===== src/mwm_pkg.sv =====
// ----------------------------------------------------------------------------
// mwm_pkg
// Types, constants and the quarter-wave sine table shared by the mecanum
// wheel mixer modules.
// ----------------------------------------------------------------------------
package mwm_pkg;

  // Field widths, Q1.15 data.
  localparam int DATA_W    = 16;
  localparam int FRAC_W    = 15;
  localparam int DB_W      = 15;
  localparam int HEADING_W = 16;
  localparam int CFG_IDX_W = 8;
  localparam int CFG_DATA_W = 16;
  localparam int LANES     = 4;

  // The sine table depth must be a power of two between 64 and 65536.
  localparam int SINE_TABLE_DEPTH = 1024;
  localparam int DEPTH_W   = $clog2(SINE_TABLE_DEPTH);
  localparam int QTR_DEPTH = SINE_TABLE_DEPTH / 4;
  localparam int QTR_W     = DEPTH_W - 2;

  // Internal widths.
  localparam int PROD_W = 2 * DATA_W;            // one rotation product
  localparam int SUM_W  = PROD_W + 1;            // sum of two products
  localparam int ROT_W  = SUM_W - FRAC_W;        // rotated x or y
  localparam int WS_W   = ROT_W + 1;             // raw wheel speed
  localparam int MAG_W  = WS_W - 1;              // wheel speed magnitude
  localparam int NUM_W  = MAG_W + FRAC_W + 1;    // dividend of the normalizer
  localparam int QUO_W  = FRAC_W + 1;            // quotient, at most 1.0

  localparam int FRONT_STAGES = 5;
  localparam int DIV_STAGES   = QUO_W;
  localparam int DIV_DEPTH    = DIV_STAGES + 1;  // operand stage plus one per bit

  localparam logic [63:0] PI_HALF_Q30 = 64'd1686629713;
  localparam logic [FRAC_W-1:0] SINE_MAX = {FRAC_W{1'b1}};
  localparam logic [MAG_W-1:0] ONE_Q15 = MAG_W'(32768);

  localparam logic [DB_W-1:0] DEADBAND_TRANSLATE_RESET = DB_W'(1638);
  localparam logic [DB_W-1:0] DEADBAND_TURN_RESET      = DB_W'(819);

  typedef enum logic [CFG_IDX_W-1:0] {
    REG_DEADBAND_TRANSLATE = 8'd0,
    REG_DEADBAND_TURN      = 8'd1
  } cfg_reg_t;

  typedef struct packed {
    logic                        field_oriented;
    logic        [HEADING_W-1:0] heading;
    logic signed [DATA_W-1:0]    turn;
    logic signed [DATA_W-1:0]    forward;
    logic signed [DATA_W-1:0]    strafe;
  } mwm_cmd_t;

  // Mixed wheel speeds with their magnitudes and the largest magnitude.
  typedef struct packed {
    logic [LANES-1:0][WS_W-1:0]  w;
    logic [LANES-1:0][MAG_W-1:0] mag;
    logic [MAG_W-1:0]            max_mag;
    logic                        scaled;
  } mwm_wheels_t;

  typedef struct packed {
    logic [LANES-1:0][NUM_W-1:0] rem;
    logic [LANES-1:0][QUO_W-1:0] quo;
    logic [MAG_W-1:0]            den;
    logic [LANES-1:0][WS_W-1:0]  w;
    logic                        scaled;
  } mwm_div_stage_t;

  typedef struct packed {
    logic [LANES-1:0][WS_W-1:0]  w;
    logic [LANES-1:0][QUO_W-1:0] quo;
    logic                        scaled;
  } mwm_div_out_t;

  typedef logic [FRAC_W-1:0] sine_qtr_t [QTR_DEPTH];

  // Sine magnitude at quarter-turn position 4*m of the full table, from a
  // degree-13 Taylor series in Q2.30, rounded half up to Q1.15.
  function automatic logic [FRAC_W-1:0] sine_mag(int unsigned m);
    logic [63:0] r;
    logic [63:0] theta;
    logic [63:0] x2;
    logic [63:0] term;
    logic [63:0] sum;
    r     = 64'(4 * m);
    theta = (PI_HALF_Q30 * r) / SINE_TABLE_DEPTH;
    x2    = (theta * theta) >> 30;
    term  = theta;
    sum   = theta;
    term  = ((term * x2) >> 30) / 6;
    sum   = sum - term;
    term  = ((term * x2) >> 30) / 20;
    sum   = sum + term;
    term  = ((term * x2) >> 30) / 42;
    sum   = sum - term;
    term  = ((term * x2) >> 30) / 72;
    sum   = sum + term;
    term  = ((term * x2) >> 30) / 110;
    sum   = sum - term;
    term  = ((term * x2) >> 30) / 156;
    sum   = sum + term;
    sum   = (sum + 64'd16384) >> 15;
    if (sum > 64'd32767) begin
      sum = 64'd32767;
    end
    return sum[FRAC_W-1:0];
  endfunction

  function automatic sine_qtr_t build_sine_qtr();
    sine_qtr_t t;
    for (int m = 0; m < QTR_DEPTH; m++) begin
      t[m] = sine_mag(m);
    end
    return t;
  endfunction

  localparam sine_qtr_t SINE_QTR = build_sine_qtr();

  // Signed sine of a table index given as quadrant and position in it.
  // An odd quadrant runs backward; the top of a quarter wave is full scale.
  function automatic logic signed [DATA_W-1:0] sine_lookup(logic [1:0] quad,
                                                           logic [QTR_W-1:0] pos);
    logic [QTR_W:0]    mm;
    logic [FRAC_W-1:0] mag;
    mm  = quad[0] ? ((QTR_W+1)'(QTR_DEPTH) - {1'b0, pos}) : {1'b0, pos};
    mag = mm[QTR_W] ? SINE_MAX : SINE_QTR[mm[QTR_W-1:0]];
    return quad[1] ? -$signed({1'b0, mag}) : $signed({1'b0, mag});
  endfunction

endpackage


===== src/mwm_rotate_mix.sv =====
// ----------------------------------------------------------------------------
// mwm_rotate_mix
// Deadband, field-oriented rotation and wheel mixing in five pipeline stages,
// ending with the largest wheel speed magnitude.
// ----------------------------------------------------------------------------
module mwm_rotate_mix
  import mwm_pkg::*;
(
  input  logic             clk,
  input  logic             rst,
  input  logic [DB_W-1:0]  deadband_translate,
  input  logic [DB_W-1:0]  deadband_turn,
  input  logic             in_valid,
  output logic             in_ready,
  input  mwm_cmd_t         in_cmd,
  output logic             out_valid,
  input  logic             out_ready,
  output mwm_wheels_t      out_wheels
);

  logic [FRONT_STAGES-1:0] v;
  logic [FRONT_STAGES-1:0] en;

  // Stage 1: deadband and sine/cosine lookup.
  logic signed [DATA_W-1:0] s1_x, s1_y, s1_r, s1_sin, s1_cos;
  logic                     s1_fo;
  // Stage 2: rotation products.
  logic signed [PROD_W-1:0] s2_xc, s2_ys, s2_xs, s2_yc;
  logic signed [DATA_W-1:0] s2_x, s2_y, s2_r;
  logic                     s2_fo;
  // Stage 3: rotated translation.
  logic signed [ROT_W-1:0]  s3_x, s3_y;
  logic signed [DATA_W-1:0] s3_r;
  // Stage 4: wheel speeds and magnitudes.
  logic [LANES-1:0][WS_W-1:0]  s4_w;
  logic [LANES-1:0][MAG_W-1:0] s4_mag;
  // Stage 5: largest magnitude.
  mwm_wheels_t s5;

  logic [DEPTH_W-1:0]       idx;
  logic [1:0]               quad;
  logic signed [DATA_W-1:0] x_db, y_db, r_db;
  logic signed [SUM_W-1:0]  sx, sy, sx_rnd, sy_rnd;
  logic signed [ROT_W-1:0]  x_rot, y_rot;
  logic signed [WS_W-1:0]   xe, ye, re;
  logic [LANES-1:0][WS_W-1:0]  w_mix;
  logic [LANES-1:0][MAG_W-1:0] mag_mix;
  logic [MAG_W-1:0]         max01, max23, max_all;

  function automatic logic signed [DATA_W-1:0] deadband(logic signed [DATA_W-1:0] val,
                                                        logic [DB_W-1:0] band);
    logic [DATA_W:0] mag;
    mag = val[DATA_W-1] ? -{val[DATA_W-1], val} : {val[DATA_W-1], val};
    return (mag <= {2'b00, band}) ? '0 : val;
  endfunction

  function automatic logic [MAG_W-1:0] abs_ws(logic signed [WS_W-1:0] val);
    logic [WS_W-1:0] a;
    a = val[WS_W-1] ? -val : val;
    return a[MAG_W-1:0];
  endfunction

  // A stage loads when it is empty or any stage after it can move.
  always_comb begin
    for (int i = 0; i < FRONT_STAGES; i++) begin
      en[i] = out_ready |
              ~&(v | ((FRONT_STAGES'(1) << i) - FRONT_STAGES'(1)));
    end
  end

  assign in_ready  = en[0];
  assign out_valid = v[FRONT_STAGES-1];
  assign out_wheels = s5;

  always_ff @(posedge clk) begin
    if (rst) begin
      v <= '0;
    end else begin
      if (en[0]) begin
        v[0] <= in_valid;
      end
      for (int i = 1; i < FRONT_STAGES; i++) begin
        if (en[i]) begin
          v[i] <= v[i-1];
        end
      end
    end
  end

  // Stage 1 logic. The cosine sits a quarter turn ahead of the sine.
  always_comb begin
    idx  = in_cmd.heading[HEADING_W-1 -: DEPTH_W];
    quad = idx[DEPTH_W-1 -: 2];
    x_db = deadband(in_cmd.strafe,  deadband_translate);
    y_db = deadband(in_cmd.forward, deadband_translate);
    r_db = deadband(in_cmd.turn,    deadband_turn);
  end

  always_ff @(posedge clk) begin
    if (en[0]) begin
      s1_x   <= x_db;
      s1_y   <= y_db;
      s1_r   <= r_db;
      s1_sin <= sine_lookup(quad, idx[QTR_W-1:0]);
      s1_cos <= sine_lookup(quad + 2'd1, idx[QTR_W-1:0]);
      s1_fo  <= in_cmd.field_oriented;
    end
  end

  always_ff @(posedge clk) begin
    if (en[1]) begin
      s2_xc <= s1_x * s1_cos;
      s2_ys <= s1_y * s1_sin;
      s2_xs <= s1_x * s1_sin;
      s2_yc <= s1_y * s1_cos;
      s2_x  <= s1_x;
      s2_y  <= s1_y;
      s2_r  <= s1_r;
      s2_fo <= s1_fo;
    end
  end

  // Stage 3 logic: Q30 sums rounded to Q15, half away from zero, or unrotated x and y.
  always_comb begin
    sx     = {s2_xc[PROD_W-1], s2_xc} - {s2_ys[PROD_W-1], s2_ys};
    sy     = {s2_xs[PROD_W-1], s2_xs} + {s2_yc[PROD_W-1], s2_yc};
    sx_rnd = sx + (sx[SUM_W-1] ? SUM_W'(16383) : SUM_W'(16384));
    sy_rnd = sy + (sy[SUM_W-1] ? SUM_W'(16383) : SUM_W'(16384));
    if (s2_fo) begin
      x_rot = sx_rnd[SUM_W-1:FRAC_W];
      y_rot = sy_rnd[SUM_W-1:FRAC_W];
    end else begin
      x_rot = {{(ROT_W-DATA_W){s2_x[DATA_W-1]}}, s2_x};
      y_rot = {{(ROT_W-DATA_W){s2_y[DATA_W-1]}}, s2_y};
    end
  end

  always_ff @(posedge clk) begin
    if (en[2]) begin
      s3_x <= x_rot;
      s3_y <= y_rot;
      s3_r <= s2_r;
    end
  end

  // Stage 4 logic: lanes are front left, front right, back left, back right.
  always_comb begin
    xe = {s3_x[ROT_W-1], s3_x};
    ye = {s3_y[ROT_W-1], s3_y};
    re = {{(WS_W-DATA_W){s3_r[DATA_W-1]}}, s3_r};
    w_mix[0] = ye + xe + re;
    w_mix[1] = ye - xe - re;
    w_mix[2] = ye - xe + re;
    w_mix[3] = ye + xe - re;
    for (int l = 0; l < LANES; l++) begin
      mag_mix[l] = abs_ws(w_mix[l]);
    end
  end

  always_ff @(posedge clk) begin
    if (en[3]) begin
      s4_w   <= w_mix;
      s4_mag <= mag_mix;
    end
  end

  always_comb begin
    max01   = (s4_mag[1] > s4_mag[0]) ? s4_mag[1] : s4_mag[0];
    max23   = (s4_mag[3] > s4_mag[2]) ? s4_mag[3] : s4_mag[2];
    max_all = (max23 > max01) ? max23 : max01;
  end

  always_ff @(posedge clk) begin
    if (en[4]) begin
      s5.w       <= s4_w;
      s5.mag     <= s4_mag;
      s5.max_mag <= max_all;
      s5.scaled  <= max_all > ONE_Q15;
    end
  end

endmodule


===== config.mk =====
export PLATFORM = sky130hd
export DESIGN_NAME = mwm_rotate_mix
export DESIGN_NICKNAME = d
export VERILOG_FILES = /design/src/mwm_pkg.sv /design/src/mwm_rotate_mix.sv
export SDC_FILE = /design/constraint.sdc
export NUM_CORES = 2
export LEC_CHECK = 0
export BUFFER_PORTS_ARGS = -buffer_cell sky130_fd_sc_hd__clkbuf_2
export CORE_MARGIN = 4
export CORE_UTILIZATION = 55
export CTS_BUF_LIST = sky130_fd_sc_hd__clkbuf_4
export CTS_CLUSTER_DIAMETER = 60
export DETAILED_ROUTE_END_ITERATION = 10
export HOLD_SLACK_MARGIN = 0.03
export PLACE_DENSITY = 0.75
export SKIP_LAST_GASP = 1
export SLEW_MARGIN = 25
export SYNTH_ARGS = -nofsm -noshare
export SYNTH_HDL_FRONTEND = slang
export SYNTH_SLANG_ARGS = --single-unit

===== constraint.sdc =====
create_clock -name clk -period 12.8 [get_ports clk]
set_clock_uncertainty 0.15 [all_clocks]
set_input_delay 0.64 -clock clk [delete_from_list [all_inputs] [get_ports clk]]
set_output_delay 0.64 -clock clk [all_outputs]
set_load 0.05 [all_outputs]

==> impl_table.tex <==
\begin{tabular}{lr}
\hline
Metric & Value \\
\hline
\multicolumn{2}{l}{\textbf{Synth}} \\
Post-synthesis instance area & about 85000 µm² \\
Warnings from Yosys & 0 \\
Number of distinct library cells after synthesis & between 100 and 150 \\
Synth top area cells & sky130\_fd\_sc\_hd\_\_fa\_1 (25\%), sky130\_fd\_sc\_hd\_\_edfxtp\_1 (22\%), sky130\_fd\_sc\_hd\_\_ha\_1 (10\%) \\
Syn\_nets & roughly 11000 \\
Cell taking the most area after synthesis & sky130\_fd\_sc\_hd\_\_fa\_1 \\
Part of the Yosys area used for sequential elements & between 20\% and 30\% \\
Cells after synthesis & 9068 \\
Post-synthesis register bit count & just over 600 \\
Number of flops mapped to enable cells by yosys & 613 \\
Average size of a mapped cell & 9.36 µm² \\
Top FF cell, synth & sky130\_fd\_sc\_hd\_\_edfxtp\_1 \\
Share of synthesized flip-flops with an asynchronous set or reset & 0\% \\
Top cell type's share of synthesized area & approximately a quarter \\
\multicolumn{2}{l}{\textbf{Timing}} \\
Final Hold Vio Count & 0 \\
Final Critical Period & just under 8 ns \\
Measured slew at the worst slew-check pin & around 1.2 ns \\
Unrepaired setup endpoints after global routing & false \\
Max Clk Rate & roughly 130 MHz \\
Final clock period utilization by the worst path & roughly 62\% \\
Worst slew slack as a fraction of its limit & between 20\% and 30\% \\
Number of max-slew violations in the final report & 0 \\
Accumulated negative setup slack & 0 ns \\
Count of endpoints failing setup in the final report & 0 \\
\multicolumn{2}{l}{\textbf{Route}} \\
Routed WL per cell & between 20 and 25 µm \\
Total via count in the routed design & 69000 \\
Via density & 6.08 \\
Post-detailed-routing wire length & between 200000 and 300000 µm \\
Number of routed nets with antenna violations & 0 \\
Initial drt markers & 6948 \\
TritonRoute pass-1 iters & 9 \\
Number of design rule violations left after detail routing & 0 \\
\multicolumn{2}{l}{\textbf{Setup path}} \\
Required time reported for the critical path endpoint & between 10 and 15 ns \\
CP endpoint kind & flop \\
Crit path launch & s2\_xs[0]\$\_DFFE\_PP\_ \\
Critical path launch point type & flop \\
FF-to-FF setup slack & between 4 and 5 ns \\
Setup Crit Path Kind & flop to flop \\
Reg-to-Reg Start & s2\_xs[0]\$\_DFFE\_PP\_ \\
Highest net fanout along the worst path & 16 \\
Arrival time at the worst endpoint & roughly 8.5 ns \\
\multicolumn{2}{l}{\textbf{Clock network}} \\
Post-CTS Resized & 0 \\
Level count of the clock H-tree & 4 \\
Bufs on Longest Clock Path & 3 \\
Total setup buffers inserted after CTS & 0 \\
Source-to-sink clock delay at the later pin of the worst-skew pair & between 1 and 1.5 ns \\
Number of buffers inserted during clock tree synthesis & $\sim$160 \\
Clock tree from TritonCTS & yes \\
CTS clk-pin slew, worst paths & about 0.070 ns \\
Root Driver & sky130\_fd\_sc\_hd\_\_clkbuf\_4 \\
Number of hold-repair buffers added at the cts stage & 52 \\
Clock Sink Count & 618 \\
\multicolumn{2}{l}{\textbf{Global route}} \\
Number of antenna violations at the first check in global routing & 9 \\
Via count of the first global-routing pass & 71200 \\
Met3 GRT Util & $\sim$7.4\% \\
GR Layer Usage met1 & about 41\% \\
Largest net degree at the start of global routing & 84 \\
Met2 Usage GRT & about half \\
Total global routing overflow & 0 \\
Gr busiest metal & met2 \\
Global routing usage summed across all routing layers & a little under a third \\
Wire length of the first global-routing pass & approximately 400000 µm \\
\multicolumn{2}{l}{\textbf{Floorplan}} \\
Die width & 401 µm \\
Area of the die & 161000 µm² \\
Core Footprint & approximately 150000 µm² \\
Starting Density & between 50\% and 60\% \\
Row cnt & about 140 \\
Io pins & approximately 270 \\
Height of the die & roughly 400 µm \\
\multicolumn{2}{l}{\textbf{Place}} \\
Final weighted congestion in routability-driven placement & 1.02 \\
PortBufs & between 200 and 300 \\
Half-perimeter wire length of the detailed placement result & 188000 µm \\
\multicolumn{2}{l}{\textbf{Finish}} \\
Layout Area Growth over Synthesis & 6.65\% \\
Utilization of the core after routing & 59.3\% \\
Number of nets in the final layout & 11000 \\
Fraction of layout cells with a size suffix above 1 & about 8.7\% \\
Fill cell instance count of the final layout & between 10000 and 15000 \\
\multicolumn{2}{l}{\textbf{Worst hold path}} \\
Worst min-delay path startpoint & in\_cmd[63] \\
Worst Hold Class & input port to flop \\
\multicolumn{2}{l}{\textbf{Run}} \\
Max-capacitance violation count & 0 \\
\multicolumn{2}{l}{\textbf{Outcome}} \\
Run status & complete, no violations \\
\hline
\end{tabular}
critical path, cell delays in order, from the launching register on:
cell and delay [ns]:
sky130_fd_sc_hd__edfxtp_1 0.40, sky130_fd_sc_hd__ha_1 0.26, sky130_fd_sc_hd__fa_1 0.41, sky130_fd_sc_hd__a21o_1 0.21
sky130_fd_sc_hd__nand3_1 0.11, sky130_fd_sc_hd__a31oi_1 0.22, sky130_fd_sc_hd__o2111ai_1 0.44, sky130_fd_sc_hd__o21ai_2 0.16
sky130_fd_sc_hd__a21o_1 0.25, sky130_fd_sc_hd__a21oi_1 0.25, sky130_fd_sc_hd__o21ai_0 0.12, sky130_fd_sc_hd__nand2_1 0.56
sky130_fd_sc_hd__inv_1 0.19, sky130_fd_sc_hd__ha_1 0.35, sky130_fd_sc_hd__nand3_1 0.13, sky130_fd_sc_hd__nor4_1 0.74
sky130_fd_sc_hd__o21ai_0 0.20, sky130_fd_sc_hd__a211oi_1 0.51, sky130_fd_sc_hd__o2111ai_2 0.28, sky130_fd_sc_hd__nor4_2 0.43
sky130_fd_sc_hd__nand4_2 0.24, sky130_fd_sc_hd__o211a_1 0.33, sky130_fd_sc_hd__nor3_1 0.68
cell families after synthesis:
kind of cell / after synthesis / share of synthesized area [%]
muxes: 90 / 1.28
DFF: 618 / 21.8
adders and majority gates: 1731 / 34.9
buffers and inverters: 1978 / 9.04
AOI/OAI and AO/OA: 1741 / 13.9
and+or+nand+nor: 2448 / 14.3
xor gates and xnor gates: 462 / 4.85
cells in the final DEF (no fill, tap or decap), types with 42 or more instances in the layout:
master,instances
sky130_fd_sc_hd__clkbuf_2,260
sky130_fd_sc_hd__o21bai_1,47
sky130_fd_sc_hd__or3_1,46
sky130_fd_sc_hd__edfxtp_1,613
sky130_fd_sc_hd__nor2b_1,50
sky130_fd_sc_hd__clkbuf_4,221
sky130_fd_sc_hd__nand2b_1,79
sky130_fd_sc_hd__xnor2_1,350
sky130_fd_sc_hd__dlygate4sd3_1,52
sky130_fd_sc_hd__a221oi_1,42
sky130_fd_sc_hd__nor2_1,386
sky130_fd_sc_hd__a21oi_1,400
sky130_fd_sc_hd__o31ai_1,49
sky130_fd_sc_hd__ha_1,675
sky130_fd_sc_hd__a211oi_1,68
sky130_fd_sc_hd__nand2_1,834
sky130_fd_sc_hd__nand3_1,179
sky130_fd_sc_hd__o21a_1,75
sky130_fd_sc_hd__nand4_1,43
sky130_fd_sc_hd__a31oi_1,94
sky130_fd_sc_hd__a21o_1,141
sky130_fd_sc_hd__mux2i_1,59
sky130_fd_sc_hd__and2_1,481
sky130_fd_sc_hd__buf_4,160
sky130_fd_sc_hd__o21ai_0,314
sky130_fd_sc_hd__and3_1,50
sky130_fd_sc_hd__nor3_1,145
sky130_fd_sc_hd__xor2_1,102
sky130_fd_sc_hd__o211ai_1,68
sky130_fd_sc_hd__fa_1,1056
sky130_fd_sc_hd__inv_1,1461
flip-flops by register name, indices dropped and copies added, names as in the netlist, 18 cells and up:
name and cells:
s2_xc 32, s2_ys 32, s2_xs 32, s2_yc 32
s3_y 18, s4_w 74, s4_mag 68, out_wheels 161
s3_x 18
synth_stat cells (all sizes together), types with 44 or more instances:
master  instances
a211oi         69
a21o          142
a21oi         403
a31oi          94
and2          484
and3           52
buf           145
clkbuf        358
edfxtp        613
fa           1056
ha            675
inv          1470
mux2i          59
nand2         840
nand2b         79
nand3         181
nand4          44
nor2          389
nor2b          50
nor3          150
o211ai         68
o21a           76
o21ai         326
o21bai         47
o31ai          53
or3            46
xnor2         357
xor2          103
final cells by class:
class,count,area (µm²),share of cell area [%]
antenna,13,32.5,0.0360
clock buffer,221,1660,1.83
clock inverter,55,365,0.404
inverter,1474,5540,6.12
multi-input combinational,6472,58800,65.0
sequential,618,18500,20.5
tap,2030,2540,2.81
timing repair buffer,474,3050,3.38
metal layers:
| layer | up-vias | wire length, µm |
|---|---|---|
| li1 | 30700 | - |
| met1 | 33700 | 97900 |
| met2 | 3800 | 115000 |
| met3 | 813 | 26800 |
| met4 | 4 | 16700 |
| met5 | - | 25 |
path summary, 6_finish.rpt:
kind,endpoint,depth (start not counted)
setup / recovery,s3_y[15]$_DFFE_PP_,22
hold reg to reg,out_wheels[151]$_DFFE_PP_,0
hold / removal,s1_sin[2]$_DFFE_PP_,3
setup reg to reg,s3_y[15]$_DFFE_PP_,22
through the flow:
stage	cell area, µm²	instances	setup slack (ns)	hold WS (ns)
floorplan	84800	9068	6.17	0.250
finish	90500	11400	4.92	0.172
detailed placement	87900	11000	5.12	0.255
global placement	87900	11000	5.21	0.251
CTS	90400	11300	5.01	0.0432
global route	90500	11400	4.71	0.0843
Power is left out: the tool's default activity adds up to more than one toggle a clock period on the data nets, which glitch-free logic cannot reach.
